$ cat src/hw/rtl/bbtc_pkg.sv
// Shared types and constants of the bump, back up and turn controller.
`default_nettype none

package bbtc_pkg;

  // Controller mode, as reported on the result channel
  typedef enum logic [1:0] {
    MODE_FWD  = 2'd0,
    MODE_BACK = 2'd1,
    MODE_TURN = 2'd2
  } mode_t;

  // Configuration register indexes
  localparam int unsigned CFG_IDX_W = 8;
  localparam logic [CFG_IDX_W-1:0] CFG_FWD_VEL        = 8'd0;
  localparam logic [CFG_IDX_W-1:0] CFG_REV_VEL        = 8'd1;
  localparam logic [CFG_IDX_W-1:0] CFG_BACKUP_TICKS   = 8'd2;
  localparam logic [CFG_IDX_W-1:0] CFG_TURN_ANGLE     = 8'd3;
  localparam logic [CFG_IDX_W-1:0] CFG_TURN_GAIN      = 8'd4;
  localparam logic [CFG_IDX_W-1:0] CFG_SPIN_MAX       = 8'd5;
  localparam logic [CFG_IDX_W-1:0] CFG_SPIN_MIN       = 8'd6;
  localparam logic [CFG_IDX_W-1:0] CFG_HEADING_TOL    = 8'd7;

  // Configuration reset values
  localparam logic signed [15:0] RST_FWD_VEL        = 16'sd328;
  localparam logic signed [15:0] RST_REV_VEL        = -16'sd328;
  localparam logic [15:0]        RST_BACKUP_TICKS   = 16'd125;
  localparam logic signed [15:0] RST_TURN_ANGLE     = 16'sd16384;
  localparam logic [15:0]        RST_TURN_GAIN      = 16'd141;
  localparam logic [14:0]        RST_SPIN_MAX       = 15'd2867;
  localparam logic [14:0]        RST_SPIN_MIN       = 15'd492;
  localparam logic [14:0]        RST_HEADING_TOL    = 15'd364;

  localparam logic [15:0] HITS_MAX = 16'hFFFF;

  // Live configuration, from the register file to the datapath
  typedef struct packed {
    logic signed [15:0] fwd_vel;
    logic signed [15:0] rev_vel;
    logic [15:0]        backup_ticks;
    logic signed [15:0] turn_angle;
    logic [15:0]        turn_gain;
    logic [14:0]        spin_max;
    logic [14:0]        spin_min;
    logic [14:0]        heading_tol;
  } cfg_t;

  // One result item
  typedef struct packed {
    logic signed [15:0] linear_cmd;
    logic signed [15:0] angular_cmd;
    logic [15:0]        hits;
    logic [1:0]         mode;
  } result_t;

endpackage

`default_nettype wire

$ cat src/hw/rtl/bbtc_in_if.sv
// Input channel: one control tick with bumper byte and yaw.
`default_nettype none

interface bbtc_in_if;
  logic               valid;
  logic               ready;
  logic [7:0]         bump_byte;
  logic signed [15:0] yaw;

  modport source (output valid, output bump_byte, output yaw, input ready);
  modport sink (input valid, input bump_byte, input yaw, output ready);
endinterface

`default_nettype wire

$ cat src/hw/rtl/bbtc_out_if.sv
// Result channel: velocity commands, hit count and mode.
`default_nettype none

interface bbtc_out_if;
  logic               valid;
  logic               ready;
  logic signed [15:0] linear_cmd;
  logic signed [15:0] angular_cmd;
  logic [15:0]        hits;
  logic [1:0]         mode;

  modport source (output valid, output linear_cmd, output angular_cmd, output hits,
                  output mode, input ready);
  modport sink (input valid, input linear_cmd, input angular_cmd, input hits,
                input mode, output ready);
endinterface

`default_nettype wire

$ cat src/hw/rtl/bbtc_cfg_if.sv
// Configuration write channel: register index and write data.
`default_nettype none

interface bbtc_cfg_if;
  logic        valid;
  logic        ready;
  logic [7:0]  index;
  logic [15:0] data;

  modport source (output valid, output index, output data, input ready);
  modport sink (input valid, input index, input data, output ready);
endinterface

`default_nettype wire

$ cat src/hw/rtl/bump_backup_turn_controller.sv
// Top level of the bump, back up and turn obstacle controller.
//
// Each input transfer is one control tick (bumper byte, yaw as a binary angle
// with pi = 32768) and yields exactly one result transfer (linear and angular
// command, hit count, mode after the tick). A tick is captured in an input
// register, evaluated combinationally by the mode logic and the gain
// multiplier, and is registered in the output register when that register
// is free or drains; result valid comes from the output register. A new tick
// is taken every cycle as long as the result side keeps up. Configuration
// writes take effect at once and are always accepted; write them only while
// no tick is in flight.
`default_nettype none

module bump_backup_turn_controller (
  input  wire logic  clk,
  input  wire logic  rst,
  bbtc_in_if.sink    in_ch,
  bbtc_out_if.source out_ch,
  bbtc_cfg_if.sink   cfg
);

  bbtc_pkg::cfg_t    regs;
  bbtc_pkg::result_t result;

  logic               s1_valid;
  logic               s1_bump;
  logic signed [15:0] s1_yaw;
  logic               out_valid;
  bbtc_pkg::result_t  out_data;

  logic out_free;
  logic advance;
  logic in_take;

  bbtc_cfg_regs u_cfg_regs (
    .clk  (clk),
    .rst  (rst),
    .cfg  (cfg),
    .regs (regs)
  );

  // Handshake: stage 1 moves on when the output register is free or drains
  assign out_free     = !out_valid || out_ch.ready;
  assign advance      = s1_valid && out_free;
  assign in_ch.ready  = !s1_valid || out_free;
  assign in_take      = in_ch.valid && in_ch.ready;

  // Input register
  always_ff @(posedge clk) begin
    if (rst) begin
      s1_valid <= 1'b0;
    end else if (in_take) begin
      s1_valid <= 1'b1;
    end else if (advance) begin
      s1_valid <= 1'b0;
    end
  end

  always_ff @(posedge clk) begin
    if (in_take) begin
      s1_bump <= in_ch.bump_byte[0];
      s1_yaw  <= in_ch.yaw;
    end
  end

  bbtc_step u_step (
    .clk     (clk),
    .rst     (rst),
    .advance (advance),
    .bump    (s1_bump),
    .yaw     (s1_yaw),
    .regs    (regs),
    .result  (result)
  );

  // Output register
  always_ff @(posedge clk) begin
    if (rst) begin
      out_valid <= 1'b0;
    end else if (advance) begin
      out_valid <= 1'b1;
    end else if (out_ch.ready) begin
      out_valid <= 1'b0;
    end
  end

  always_ff @(posedge clk) begin
    if (advance) out_data <= result;
  end

  assign out_ch.valid       = out_valid;
  assign out_ch.linear_cmd  = out_data.linear_cmd;
  assign out_ch.angular_cmd = out_data.angular_cmd;
  assign out_ch.hits        = out_data.hits;
  assign out_ch.mode        = out_data.mode;

endmodule

`default_nettype wire

$ cat src/hw/rtl/bbtc_cfg_regs.sv
// Configuration register file of the controller.
`default_nettype none

module bbtc_cfg_regs (
  input  wire logic     clk,
  input  wire logic     rst,
  bbtc_cfg_if.sink      cfg,
  output bbtc_pkg::cfg_t regs
);

  // Always take a write; unknown indexes are dropped
  assign cfg.ready = 1'b1;

  always_ff @(posedge clk) begin
    if (rst) begin
      regs.fwd_vel      <= bbtc_pkg::RST_FWD_VEL;
      regs.rev_vel      <= bbtc_pkg::RST_REV_VEL;
      regs.backup_ticks <= bbtc_pkg::RST_BACKUP_TICKS;
      regs.turn_angle   <= bbtc_pkg::RST_TURN_ANGLE;
      regs.turn_gain    <= bbtc_pkg::RST_TURN_GAIN;
      regs.spin_max     <= bbtc_pkg::RST_SPIN_MAX;
      regs.spin_min     <= bbtc_pkg::RST_SPIN_MIN;
      regs.heading_tol  <= bbtc_pkg::RST_HEADING_TOL;
    end else if (cfg.valid) begin
      case (cfg.index)
        bbtc_pkg::CFG_FWD_VEL:      regs.fwd_vel      <= $signed(cfg.data);
        bbtc_pkg::CFG_REV_VEL:      regs.rev_vel      <= $signed(cfg.data);
        bbtc_pkg::CFG_BACKUP_TICKS: regs.backup_ticks <= cfg.data;
        bbtc_pkg::CFG_TURN_ANGLE:   regs.turn_angle   <= $signed(cfg.data);
        bbtc_pkg::CFG_TURN_GAIN:    regs.turn_gain    <= cfg.data;
        bbtc_pkg::CFG_SPIN_MAX:     regs.spin_max     <= cfg.data[14:0];
        bbtc_pkg::CFG_SPIN_MIN:     regs.spin_min     <= cfg.data[14:0];
        bbtc_pkg::CFG_HEADING_TOL:  regs.heading_tol  <= cfg.data[14:0];
        default: ;
      endcase
    end
  end

endmodule

`default_nettype wire

$ cat src/hw/rtl/bbtc_turn_cmd.sv
// Proportional angular command: gain multiply, floor shift, clamp and minimum lift.
`default_nettype none

module bbtc_turn_cmd (
  input  wire logic signed [15:0] err,
  input  wire logic [15:0]        turn_gain,
  input  wire logic [14:0]        spin_max,
  input  wire logic [14:0]        spin_min,
  output logic signed [15:0]      cmd
);

  logic signed [16:0] gain_s;
  logic signed [32:0] prod;
  logic signed [24:0] scaled;
  logic signed [24:0] mx;
  logic signed [24:0] mn;
  logic signed [24:0] clamped;
  logic signed [24:0] mag;
  logic signed [24:0] lifted;

  // Multiply and floor-divide by 256 (arithmetic shift rounds toward minus infinity)
  assign gain_s = $signed({1'b0, turn_gain});
  assign prod   = err * gain_s;
  assign scaled = prod[32:8];

  assign mx = $signed({10'b0, spin_max});
  assign mn = $signed({10'b0, spin_min});

  // Clamp to +-max, then lift small magnitudes to min (min wins if above max)
  always_comb begin
    if (scaled > mx) begin
      clamped = mx;
    end else if (scaled < -mx) begin
      clamped = -mx;
    end else begin
      clamped = scaled;
    end
    mag = clamped[24] ? -clamped : clamped;
    if (mag < mn) begin
      lifted = clamped[24] ? -mn : mn;
    end else begin
      lifted = clamped;
    end
  end

  assign cmd = lifted[15:0];

endmodule

`default_nettype wire

$ cat src/hw/rtl/bbtc_step.sv
// Mode state machine and tick datapath: one control tick per advance.
`default_nettype none

module bbtc_step (
  input  wire logic               clk,
  input  wire logic               rst,
  input  wire logic               advance,
  input  wire logic               bump,
  input  wire logic signed [15:0] yaw,
  input  wire bbtc_pkg::cfg_t     regs,
  output bbtc_pkg::result_t       result
);

  bbtc_pkg::mode_t mode_reg;
  bbtc_pkg::mode_t mode_next;
  logic            last_bump;
  logic [15:0]     hit_total;
  logic [15:0]     hit_total_next;
  logic [15:0]     backup_elapsed;
  logic [15:0]     backup_elapsed_next;
  logic [15:0]     target_heading;
  logic [15:0]     target_heading_next;

  logic               edge_seen;
  logic               backup_running;
  logic signed [15:0] err;
  logic [16:0]        err_mag;
  logic               turn_active;
  logic signed [15:0] turn_ang;
  logic signed [15:0] lin;
  logic signed [15:0] ang;

  assign edge_seen      = bump && !last_bump;
  assign backup_running = backup_elapsed < regs.backup_ticks;

  // Heading error wraps in the binary angle circle
  assign err         = $signed(target_heading - yaw);
  assign err_mag     = err[15] ? (17'd0 - {err[15], err}) : {1'b0, err};
  assign turn_active = err_mag > {2'b00, regs.heading_tol};

  bbtc_turn_cmd u_turn_cmd (
    .err       (err),
    .turn_gain (regs.turn_gain),
    .spin_max  (regs.spin_max),
    .spin_min  (regs.spin_min),
    .cmd       (turn_ang)
  );

  // Next mode
  always_comb begin
    case (mode_reg)
      bbtc_pkg::MODE_BACK: mode_next = backup_running ? bbtc_pkg::MODE_BACK
                                                      : bbtc_pkg::MODE_TURN;
      bbtc_pkg::MODE_TURN: mode_next = turn_active ? bbtc_pkg::MODE_TURN
                                                   : bbtc_pkg::MODE_FWD;
      default:             mode_next = edge_seen ? bbtc_pkg::MODE_BACK
                                                 : bbtc_pkg::MODE_FWD;
    endcase
  end

  // Velocity commands; transition ticks give zero
  always_comb begin
    lin = '0;
    ang = '0;
    case (mode_reg)
      bbtc_pkg::MODE_BACK: begin
        if (backup_running) lin = regs.rev_vel;
      end
      bbtc_pkg::MODE_TURN: begin
        if (turn_active) ang = turn_ang;
      end
      default: begin
        if (!edge_seen) lin = regs.fwd_vel;
      end
    endcase
  end

  // Counters and target heading
  always_comb begin
    hit_total_next      = hit_total;
    backup_elapsed_next = backup_elapsed;
    target_heading_next = target_heading;
    case (mode_reg)
      bbtc_pkg::MODE_BACK: begin
        if (backup_running) begin
          backup_elapsed_next = backup_elapsed + 16'd1;
        end else begin
          target_heading_next = yaw + regs.turn_angle;
        end
      end
      bbtc_pkg::MODE_TURN: ;
      default: begin
        if (edge_seen) begin
          if (hit_total != bbtc_pkg::HITS_MAX) hit_total_next = hit_total + 16'd1;
          backup_elapsed_next = '0;
        end
      end
    endcase
  end

  // Advance state on each tick
  always_ff @(posedge clk) begin
    if (rst) begin
      mode_reg       <= bbtc_pkg::MODE_FWD;
      last_bump      <= 1'b0;
      hit_total      <= '0;
      backup_elapsed <= '0;
      target_heading <= '0;
    end else if (advance) begin
      mode_reg       <= mode_next;
      last_bump      <= bump;
      hit_total      <= hit_total_next;
      backup_elapsed <= backup_elapsed_next;
      target_heading <= target_heading_next;
    end
  end

  assign result.linear_cmd  = lin;
  assign result.angular_cmd = ang;
  assign result.hits        = hit_total_next;
  assign result.mode        = mode_next;

endmodule

`default_nettype wire
$ cat src/flat_wrapper.sv
// flat-port wrapper written by rule: the top's interface ports become plain ports
module bump_backup_turn_controller_flat 
  (clk, rst, in_ch_valid, in_ch_bump_byte, in_ch_yaw, in_ch_ready, out_ch_valid, out_ch_linear_cmd, out_ch_angular_cmd, out_ch_hits, out_ch_mode, out_ch_ready, cfg_valid, cfg_index, cfg_data, cfg_ready);
  bbtc_in_if in_ch_i ();
  bbtc_out_if out_ch_i ();
  bbtc_cfg_if cfg_i ();
  input  wire logic clk;
  input  wire logic rst;
  input wire logic [$bits(in_ch_i.valid)-1:0] in_ch_valid;
  input wire logic [$bits(in_ch_i.bump_byte)-1:0] in_ch_bump_byte;
  input wire logic [$bits(in_ch_i.yaw)-1:0] in_ch_yaw;
  output wire logic [$bits(in_ch_i.ready)-1:0] in_ch_ready;
  output wire logic [$bits(out_ch_i.valid)-1:0] out_ch_valid;
  output wire logic [$bits(out_ch_i.linear_cmd)-1:0] out_ch_linear_cmd;
  output wire logic [$bits(out_ch_i.angular_cmd)-1:0] out_ch_angular_cmd;
  output wire logic [$bits(out_ch_i.hits)-1:0] out_ch_hits;
  output wire logic [$bits(out_ch_i.mode)-1:0] out_ch_mode;
  input wire logic [$bits(out_ch_i.ready)-1:0] out_ch_ready;
  input wire logic [$bits(cfg_i.valid)-1:0] cfg_valid;
  input wire logic [$bits(cfg_i.index)-1:0] cfg_index;
  input wire logic [$bits(cfg_i.data)-1:0] cfg_data;
  output wire logic [$bits(cfg_i.ready)-1:0] cfg_ready;
  assign in_ch_i.valid = in_ch_valid;
  assign in_ch_i.bump_byte = in_ch_bump_byte;
  assign in_ch_i.yaw = in_ch_yaw;
  assign in_ch_ready = in_ch_i.ready;
  assign out_ch_valid = out_ch_i.valid;
  assign out_ch_linear_cmd = out_ch_i.linear_cmd;
  assign out_ch_angular_cmd = out_ch_i.angular_cmd;
  assign out_ch_hits = out_ch_i.hits;
  assign out_ch_mode = out_ch_i.mode;
  assign out_ch_i.ready = out_ch_ready;
  assign cfg_i.valid = cfg_valid;
  assign cfg_i.index = cfg_index;
  assign cfg_i.data = cfg_data;
  assign cfg_ready = cfg_i.ready;
  bump_backup_turn_controller u_core (.clk(clk), .rst(rst), .in_ch(in_ch_i), .out_ch(out_ch_i), .cfg(cfg_i));
endmodule
$ cat config.mk
export PLATFORM = sky130hd
export DESIGN_NAME = bump_backup_turn_controller_flat
export DESIGN_NICKNAME = d
export VERILOG_FILES = /design/src/hw/rtl/bbtc_pkg.sv /design/src/hw/rtl/bbtc_in_if.sv /design/src/hw/rtl/bbtc_out_if.sv /design/src/hw/rtl/bbtc_cfg_if.sv /design/src/hw/rtl/bump_backup_turn_controller.sv /design/src/hw/rtl/bbtc_cfg_regs.sv /design/src/hw/rtl/bbtc_turn_cmd.sv /design/src/hw/rtl/bbtc_step.sv /design/src/flat_wrapper.sv
export SDC_FILE = /design/constraint.sdc
export NUM_CORES = 1
export LEC_CHECK = 0
export ABC_AREA = 1
export BUFFER_PORTS_ARGS = -buffer_cell sky130_fd_sc_hd__buf_2
export CORE_MARGIN = 2
export CORE_UTILIZATION = 48
export CTS_BUF_LIST = sky130_fd_sc_hd__clkbuf_4 sky130_fd_sc_hd__clkbuf_8 sky130_fd_sc_hd__clkbuf_16
export CTS_CLUSTER_SIZE = 12
export DETAILED_ROUTE_END_ITERATION = 8
export SLEW_MARGIN = 20
export SYNTH_ARGS = -nofsm -noshare
export SYNTH_HDL_FRONTEND = slang
export SYNTH_HIERARCHICAL = 1
export SYNTH_SLANG_ARGS = --single-unit
$ cat constraint.sdc
create_clock -name clk -period 30.9 [get_ports clk]
set_input_delay 7.725 -clock clk [delete_from_list [all_inputs] [get_ports clk]]
set_output_delay 7.725 -clock clk [all_outputs]
set_load 0.01 [all_outputs]
==> summary.txt, run 1 <==
Status: finished, final reports clean
First-pass GRT wire length: 111.9 mm
Critical path peak fanout: 3
Yosys Warn Count: 6
Mapped Area: 0.02586 mm^2
Mapped Cells: 3661
ANT nets after route: 0
Area of the multi-input gates: 0.01699 mm^2
CP arrival: 8.20 ns
Clock Latency Late Sink: 0.56 ns
Hold path start: u_core/u_cfg_regs/regs[98]
Final Worst Setup Slack: 14.97 ns
Initial Utilization: 48.34%
CP dominant cell by count: buf_2
Post-CTS setup buffer count: 0
Pwr/cell area: 47.67 mW/mm^2
Clock transition at path regs: 0.06 ns
Sequential-to-total area share from yosys stat: 21.56%
Placed cells: 4335
Drt wl/cell: 15.54 um
Synth Area in Compound Gates: 6.633%
Final setup viols: 0
R2R depth: 61
DR DRC count: 0
Worst Tran Pin Value: 1.026 ns
CTS tree: yes
Worst Path Class, Setup: input pin to primary output
Fraction of layout cells with a size suffix above 1: 7.782%
Synth Area in Simple Gates: 28.72%
Overall Power: 0.001318 W
Top reg by flops: u_core/u_cfg_regs/regs
CTS buffer count: 27
Initial antenna violation count: 0
Startpoint Class: input pin
FF-to-FF End: u_core/out_ch.angular_cmd[12]
Core ar.: 0.05350 mm^2
CTS hold repair buffers: 0
Fmax: 0.06278 GHz
Largest family of logic cells by synthesized area: simple AND/OR/NAND/NOR gates
Max incr delay on CP: 0.16 ns
Vias: 22.29k
GP Congestion: 0.9453
Skew final: 0.01520 ns
DIE HEIGHT: 236.1 um
First-pass detailed-route iteration total: 6
Tightest Hold Check Type: flop to flop
Antenna diodes: 0
Storage cell area: 0.005575 mm^2
FP Rows: 85
Final hold vios: 0
Synth async-reset ratio: 0%
Final HPWL DP: 52.04 mm
Crit-path cells: buf_2 > inv_1 > nand3_2 > buf_2
Vias per cell: 5.083
H-tree levels: 1
Largest net degree at the start of global routing: 82
Max reg flops: 125
Vias in the first global route: 21.48k
Nets: 4151
Relative slew slack: 31.61%
Number of synthesized register bits: 245
Leakage power: 14.75 nW
Setup tns final: 0 ns
Slowest CP cell: buf_2
Die area: 0.05575 mm^2
Syn nets: 4144
Io pins: 106
WL final: 68.14 mm
Post-Place Setup Slack: 14.96 ns
FF-to-FF setup slack: 17.25 ns
Initial DRC Count: 1407
Die Wd: 236.1 um
Crit share post-route: 51.55%
Hold depth: 2
Ys flop type: dfxtp_1
Max Slew Vio Count: 0
RR Startpoint: u_core/s1_yaw[0]
Layout fillers: 5507
Fraction of synthesized cell area in xor and xnor cells: 3.788%
Max-cap violations: 0
Post-synth cell types: 57
Avg Cell Area, Syn: 7.064 um^2
EDFF count, synth: 67
Clock Tree Root: clkbuf_16
Hold path endpoint: u_core/u_cfg_regs/regs[98]
Clock sinks: 245
PortBufs: 97
Layout Cells excl Fill: 4384
GRT Overall Usage: 24.68%
Resize count post-CTS: 0
Gr ovfl total: 0
Clock buffer depth: 3
P&R area growth vs syn: 6.895%
Multiplexer area fraction after synthesis: 0%
Max IR drop VDD: 0.00004305 V
Tmin final: 15.93 ns
Unrepaired setup endpoints after global routing: false
Post-Synth Adder-Cell Area: 26.47%
Req. time, crit path: 23.18 ns
CP endpoint kind: primary output
routing by layer:
layer	vias to the layer above	GRT usage (%)	wire length, um
met5	-	0	0
met4	0	5.057	1263
met3	68	1.755	2782
met2	446	41.93	31750
met1	10446	34.60	32350
li1	11325	-	-
critical path: cells and delay by family:
family / cells / cell delay [ns]
buffers and inverters: 3 / 0.37
and+or+nand+nor: 1 / 0.11
where the power goes:
part / internal, W / leakage (nW) / switching [W] / total, W
sequential: 0.000338 / 2.10 / 0.00000350 / 0.000341
combinational: 0.000223 / 12.2 / 0.000434 / 0.000657
clock: 0.000187 / 0.448 / 0.000133 / 0.000319
total: 0.000747 / 14.7 / 0.000570 / 0.00132
how the worst max path moves through the flow:
| stage | start | to | slack [ns] |
|---|---|---|---|
| 5_1_grt | out_ch_ready | in_ch_ready | 14.92 |
| 3_5_place_dp | out_ch_ready | in_ch_ready | 14.96 |
| 2_1_floorplan | out_ch_ready | in_ch_ready | 15.27 |
| 3_3_place_gp | out_ch_ready | in_ch_ready | 14.97 |
| 6_report | out_ch_ready | in_ch_ready | 14.97 |
| 4_1_cts | out_ch_ready | in_ch_ready | 14.96 |
kinds of logic (layout without fill, tap and decap cells):
kind of cell             after synthesis  count (layout)
AND/OR/NAND/NOR                     1703            1703
buffers and inverters                853             880
adder cells (fa/ha/maj)              430             430
AO/OA/AOI/OAI                        318             318
flip-flops                           245             245
XOR/XNOR                             111             111
other                                  1               1
layout by cell type, fill, tap and decap left out, drive strengths merged, types with 26 or more instances in the layout:
| cell type | n |
|---|---|
| nand2 | 966 |
| inv | 708 |
| nand3 | 336 |
| nor2 | 313 |
| ha | 235 |
| a21oi | 213 |
| fa | 195 |
| dfxtp | 178 |
| buf | 118 |
| xor2 | 85 |
| edfxtp | 67 |
| o21ai | 63 |
| clkbuf | 37 |
| nor3 | 29 |
| nand4 | 29 |
| xnor2 | 26 |
per-stage QoR:
stage | util, % | hold WS, ns | instance area, um^2
2_1_floorplan | - | 0.4270 | 25860
3_3_place_gp | 50.02 | 0.4385 | 26760
3_5_place_dp | 50.02 | 0.4438 | 26760
4_1_cts | 51.67 | 0.4589 | 27640
5_1_grt | 51.67 | 0.4794 | 27640
6_report | 51.67 | 0.4578 | 27640
final cells by class:
type	instances	area share, %
clock inverter	12	0.3440
inverter	713	9.686
tap	696	3.150
timing repair buffer	118	2.327
multi-input combinational	2563	61.48
sequential	245	20.17
clock buffer	37	2.847
cells in the mapped netlist, drive strengths merged, types with 29 or more instances:
master  number  share of area, %
nor2       313               5.2
o21ai       63               1.2
inv        708                10
clkbuf      86               1.3
xor2        85               2.9
edfxtp      67               7.8
nand4       29              0.80
a21oi      213               4.2
dfxtp      178                14
nor3        29              0.62
buf         54               1.2
ha         235                11
nand3      336               6.8
fa         195                15
nand2      966                15
No activity file was read; power rests on OpenSTA's default activity.
==> inputs of run 2 (changes only) <==
clock period = 16.71 ns   (was 30.9 ns; I/O delays follow)
==> run 2 against run 1 <==
Net effect:
- total power increased by 88%
- core utilization grew 0.22 points
- hold slack hardly changed
- sequential power is 85% higher
- via count rose by 0.35%
- clock-buffer cell count rose by 10
- routed wire length fell by 0.13%
- clock power grew 100%
- die area is the same
- combinational power up 84%
==> summary.txt, run 2 (synthesis gave the netlist of run 1 again) <==
Status: finished, final reports clean (unchanged)
Max-cap violations: 0 (unchanged)
FF-to-FF setup slack: 3.09 ns (was 17.25 ns)
Gr ovfl total: 0 (unchanged)
GRT Overall Usage: 24.83% (was 24.68%)
CTS tree: yes (unchanged)
Clock Latency Late Sink: 0.58 ns (was 0.56 ns)
Worst Path Class, Setup: flop to flop (was input pin to primary output)
Post-CTS setup buffer count: 0 (unchanged)
Top reg by flops: u_core/u_cfg_regs/regs (unchanged)
Worst Tran Pin Value: 0.9639 ns (was 1.026 ns)
Drt wl/cell: 15.50 um (was 15.54 um)
Initial antenna violation count: 0 (unchanged)
Antenna diodes: 0 (unchanged)
Critical path peak fanout: 24 (was 3)
Final Util: 51.90% (was 51.67%)
Placed cell area: 0.02678 mm^2 (was 0.02676 mm^2)
Io pins: 106 (unchanged)
Startpoint Class: flop (was input pin)
Vias: 22.36k (was 22.29k)
FP Rows: 85 (unchanged)
DIE HEIGHT: 236.1 um (unchanged)
Tmin final: 13.62 ns
RR Startpoint: u_core/s1_yaw[0] (unchanged)
PortBufs: 97 (unchanged)
ANT nets after route: 0 (unchanged)
First-pass GRT wire length: 112.4 mm (was 111.9 mm)
Max reg flops: 125 (unchanged)
CP dominant cell by count: nand2_1 (was buf_2)
Skew final: 0.02938 ns (was 0.01520 ns)
Max IR drop VDD: 0.00008278 V (was 0.00004305 V)
Final setup viols: 0 (unchanged)
GP Congestion: 0.9263 (was 0.9453)
DR DRC count: 0 (unchanged)
Setup tns final: 0 ns (unchanged)
H-tree levels: 1 (unchanged)
Initial Utilization: 48.34% (unchanged)
R2R depth: 61 (unchanged)
Final HPWL DP: 52.08 mm (was 52.04 mm)
WL final: 68.05 mm (was 68.14 mm)
Final hold vios: 0 (unchanged)
Largest net degree at the start of global routing: 82 (unchanged)
Post-Place Setup Slack: 3.141 ns (was 14.96 ns)
Unrepaired setup endpoints after global routing: false (unchanged)
Max incr delay on CP: 0.92 ns (was 0.16 ns)
Fraction of layout cells with a size suffix above 1: 8.015% (was 7.782%)
Initial DRC Count: 1474 (was 1407)
Critical Path Start: u_core/s1_yaw[0] (was out_ch_ready)
Fmax: 0.07342 GHz
Relative slew slack: 35.67% (was 31.61%)
Resize count post-CTS: 0 (unchanged)
Vias in the first global route: 21.81k (was 21.48k)
Req. time, crit path: 17.04 ns (was 23.18 ns)
Layout fillers: 5512 (was 5507)
Pwr/cell area: 89.12 mW/mm^2 (was 47.67 mW/mm^2)
Worst hold slack: 0.4578 ns (about the same)
First-pass detailed-route iteration total: 5 (was 6)
Vias per cell: 5.095 (was 5.083)
Slowest CP cell: inv_1 (was buf_2)
CP arrival: 13.95 ns (was 8.20 ns)
Max Slew Vio Count: 0 (unchanged)
P&R area growth vs syn: 7.359% (was 6.895%)
Clock Tree Root: clkbuf_16 (unchanged)
Leakage power: 14.81 nW (was 14.75 nW)
Clock sinks: 245 (unchanged)
Tightest Hold Check Type: flop to flop (unchanged)
CTS hold repair buffers: 0 (unchanged)
Nets: 4155 (was 4151)
Crit share post-route: 81.51%
Cell area after layout: 0.02776 mm^2 (was 0.02764 mm^2)
FF-to-FF End: u_core/out_ch.angular_cmd[7] (was u_core/out_ch.angular_cmd[12])
Core ar.: 0.05350 mm^2 (unchanged)
Commonest non-fill, non-tap cell in the layout: nand2_1 (unchanged)
Most frequent cells in the layout: 930 x nand2_1, 695 x inv_1, 323 x nand3_1 (unchanged)
Clock buffer depth: 3 (unchanged)
CP endpoint kind: flop (was primary output)
Crit path to: u_core/out_ch.angular_cmd[7] (was in_ch_ready)
Final Worst Setup Slack: 3.089 ns (was 14.97 ns)
Die area: 0.05575 mm^2 (unchanged)
Die Wd: 236.1 um (unchanged)
Clock transition at path regs: 0.06 ns (about the same)
CTS buffer count: 29 (was 27)
run 2: critical path, delay by kind of cell, from the launching register on:
kind / cells / cell delay, ns
simple gates: 35 / 4.72
fa+ha+maj: 11 / 4.67
buf+inv: 9 / 2.01
compound gates: 4 / 0.88
xor+xnor: 2 / 0.65
flops: 1 / 0.38
run 2: final cells by class:
| cell class | instances | area [um^2] | area share [%] |
|---|---|---|---|
| Multi-Input combinational cell | 2563 | 16990 | 61.21 |
| Clock inverter | 5 | 47.55 | 0.1713 |
| Tap cell | 696 | 870.8 | 3.137 |
| Timing Repair Buffer | 120 | 658.1 | 2.371 |
| Clock buffer | 47 | 939.7 | 3.385 |
| Sequential cell | 245 | 5575 | 20.08 |
| Inverter | 713 | 2678 | 9.644 |
run 2: report_power, final:
group	internal, W	switching, W	total, W
logic	0.000411	0.000795	0.00121
clock network	0.000385	0.000252	0.000638
registers	0.000625	0.00000643	0.000631
total	0.00142	0.00105	0.00247
run 2: layer usage:
layer / vias up / wire (um) / track usage [%]
li1: 11364 / - / -
met1: 10418 / 31600 / 34.14
met2: 491 / 31900 / 42.39
met3: 89 / 2957 / 2.106
met4: 0 / 1592 / 5.829
met5: - / 0 / 0
run 2: metrics by stage:
| stage | total power (W) | instances |
|---|---|---|
| 4_1_cts | 0.002496 | 4389 |
| 2_1_floorplan | 0.001526 | 3661 |
| 3_5_place_dp | 0.001847 | 4337 |
| 5_1_grt | 0.002707 | 4389 |
| 6_report | 0.002474 | 4389 |
| 3_3_place_gp | 0.001848 | 4337 |
run 2: worst min-delay path by stage:
| stage | start | slack, ns | to | depth (start not counted) |
|---|---|---|---|---|
| after global placement | u_core/u_cfg_regs/regs[96] | 0.44 | u_core/u_cfg_regs/regs[96] | 2 |
| after detailed placement | u_core/u_cfg_regs/regs[105] | 0.44 | u_core/u_cfg_regs/regs[105] | 2 |
| final | u_core/u_cfg_regs/regs[8] | 0.46 | u_core/u_cfg_regs/regs[8] | 2 |
| after floorplan | u_core/u_cfg_regs/regs[47] | 0.43 | u_core/u_cfg_regs/regs[47] | 2 |
| after global routing | u_core/u_cfg_regs/regs[6] | 0.47 | u_core/u_cfg_regs/regs[6] | 2 |
| after CTS | u_core/u_cfg_regs/regs[81] | 0.46 | u_core/u_cfg_regs/regs[81] | 2 |
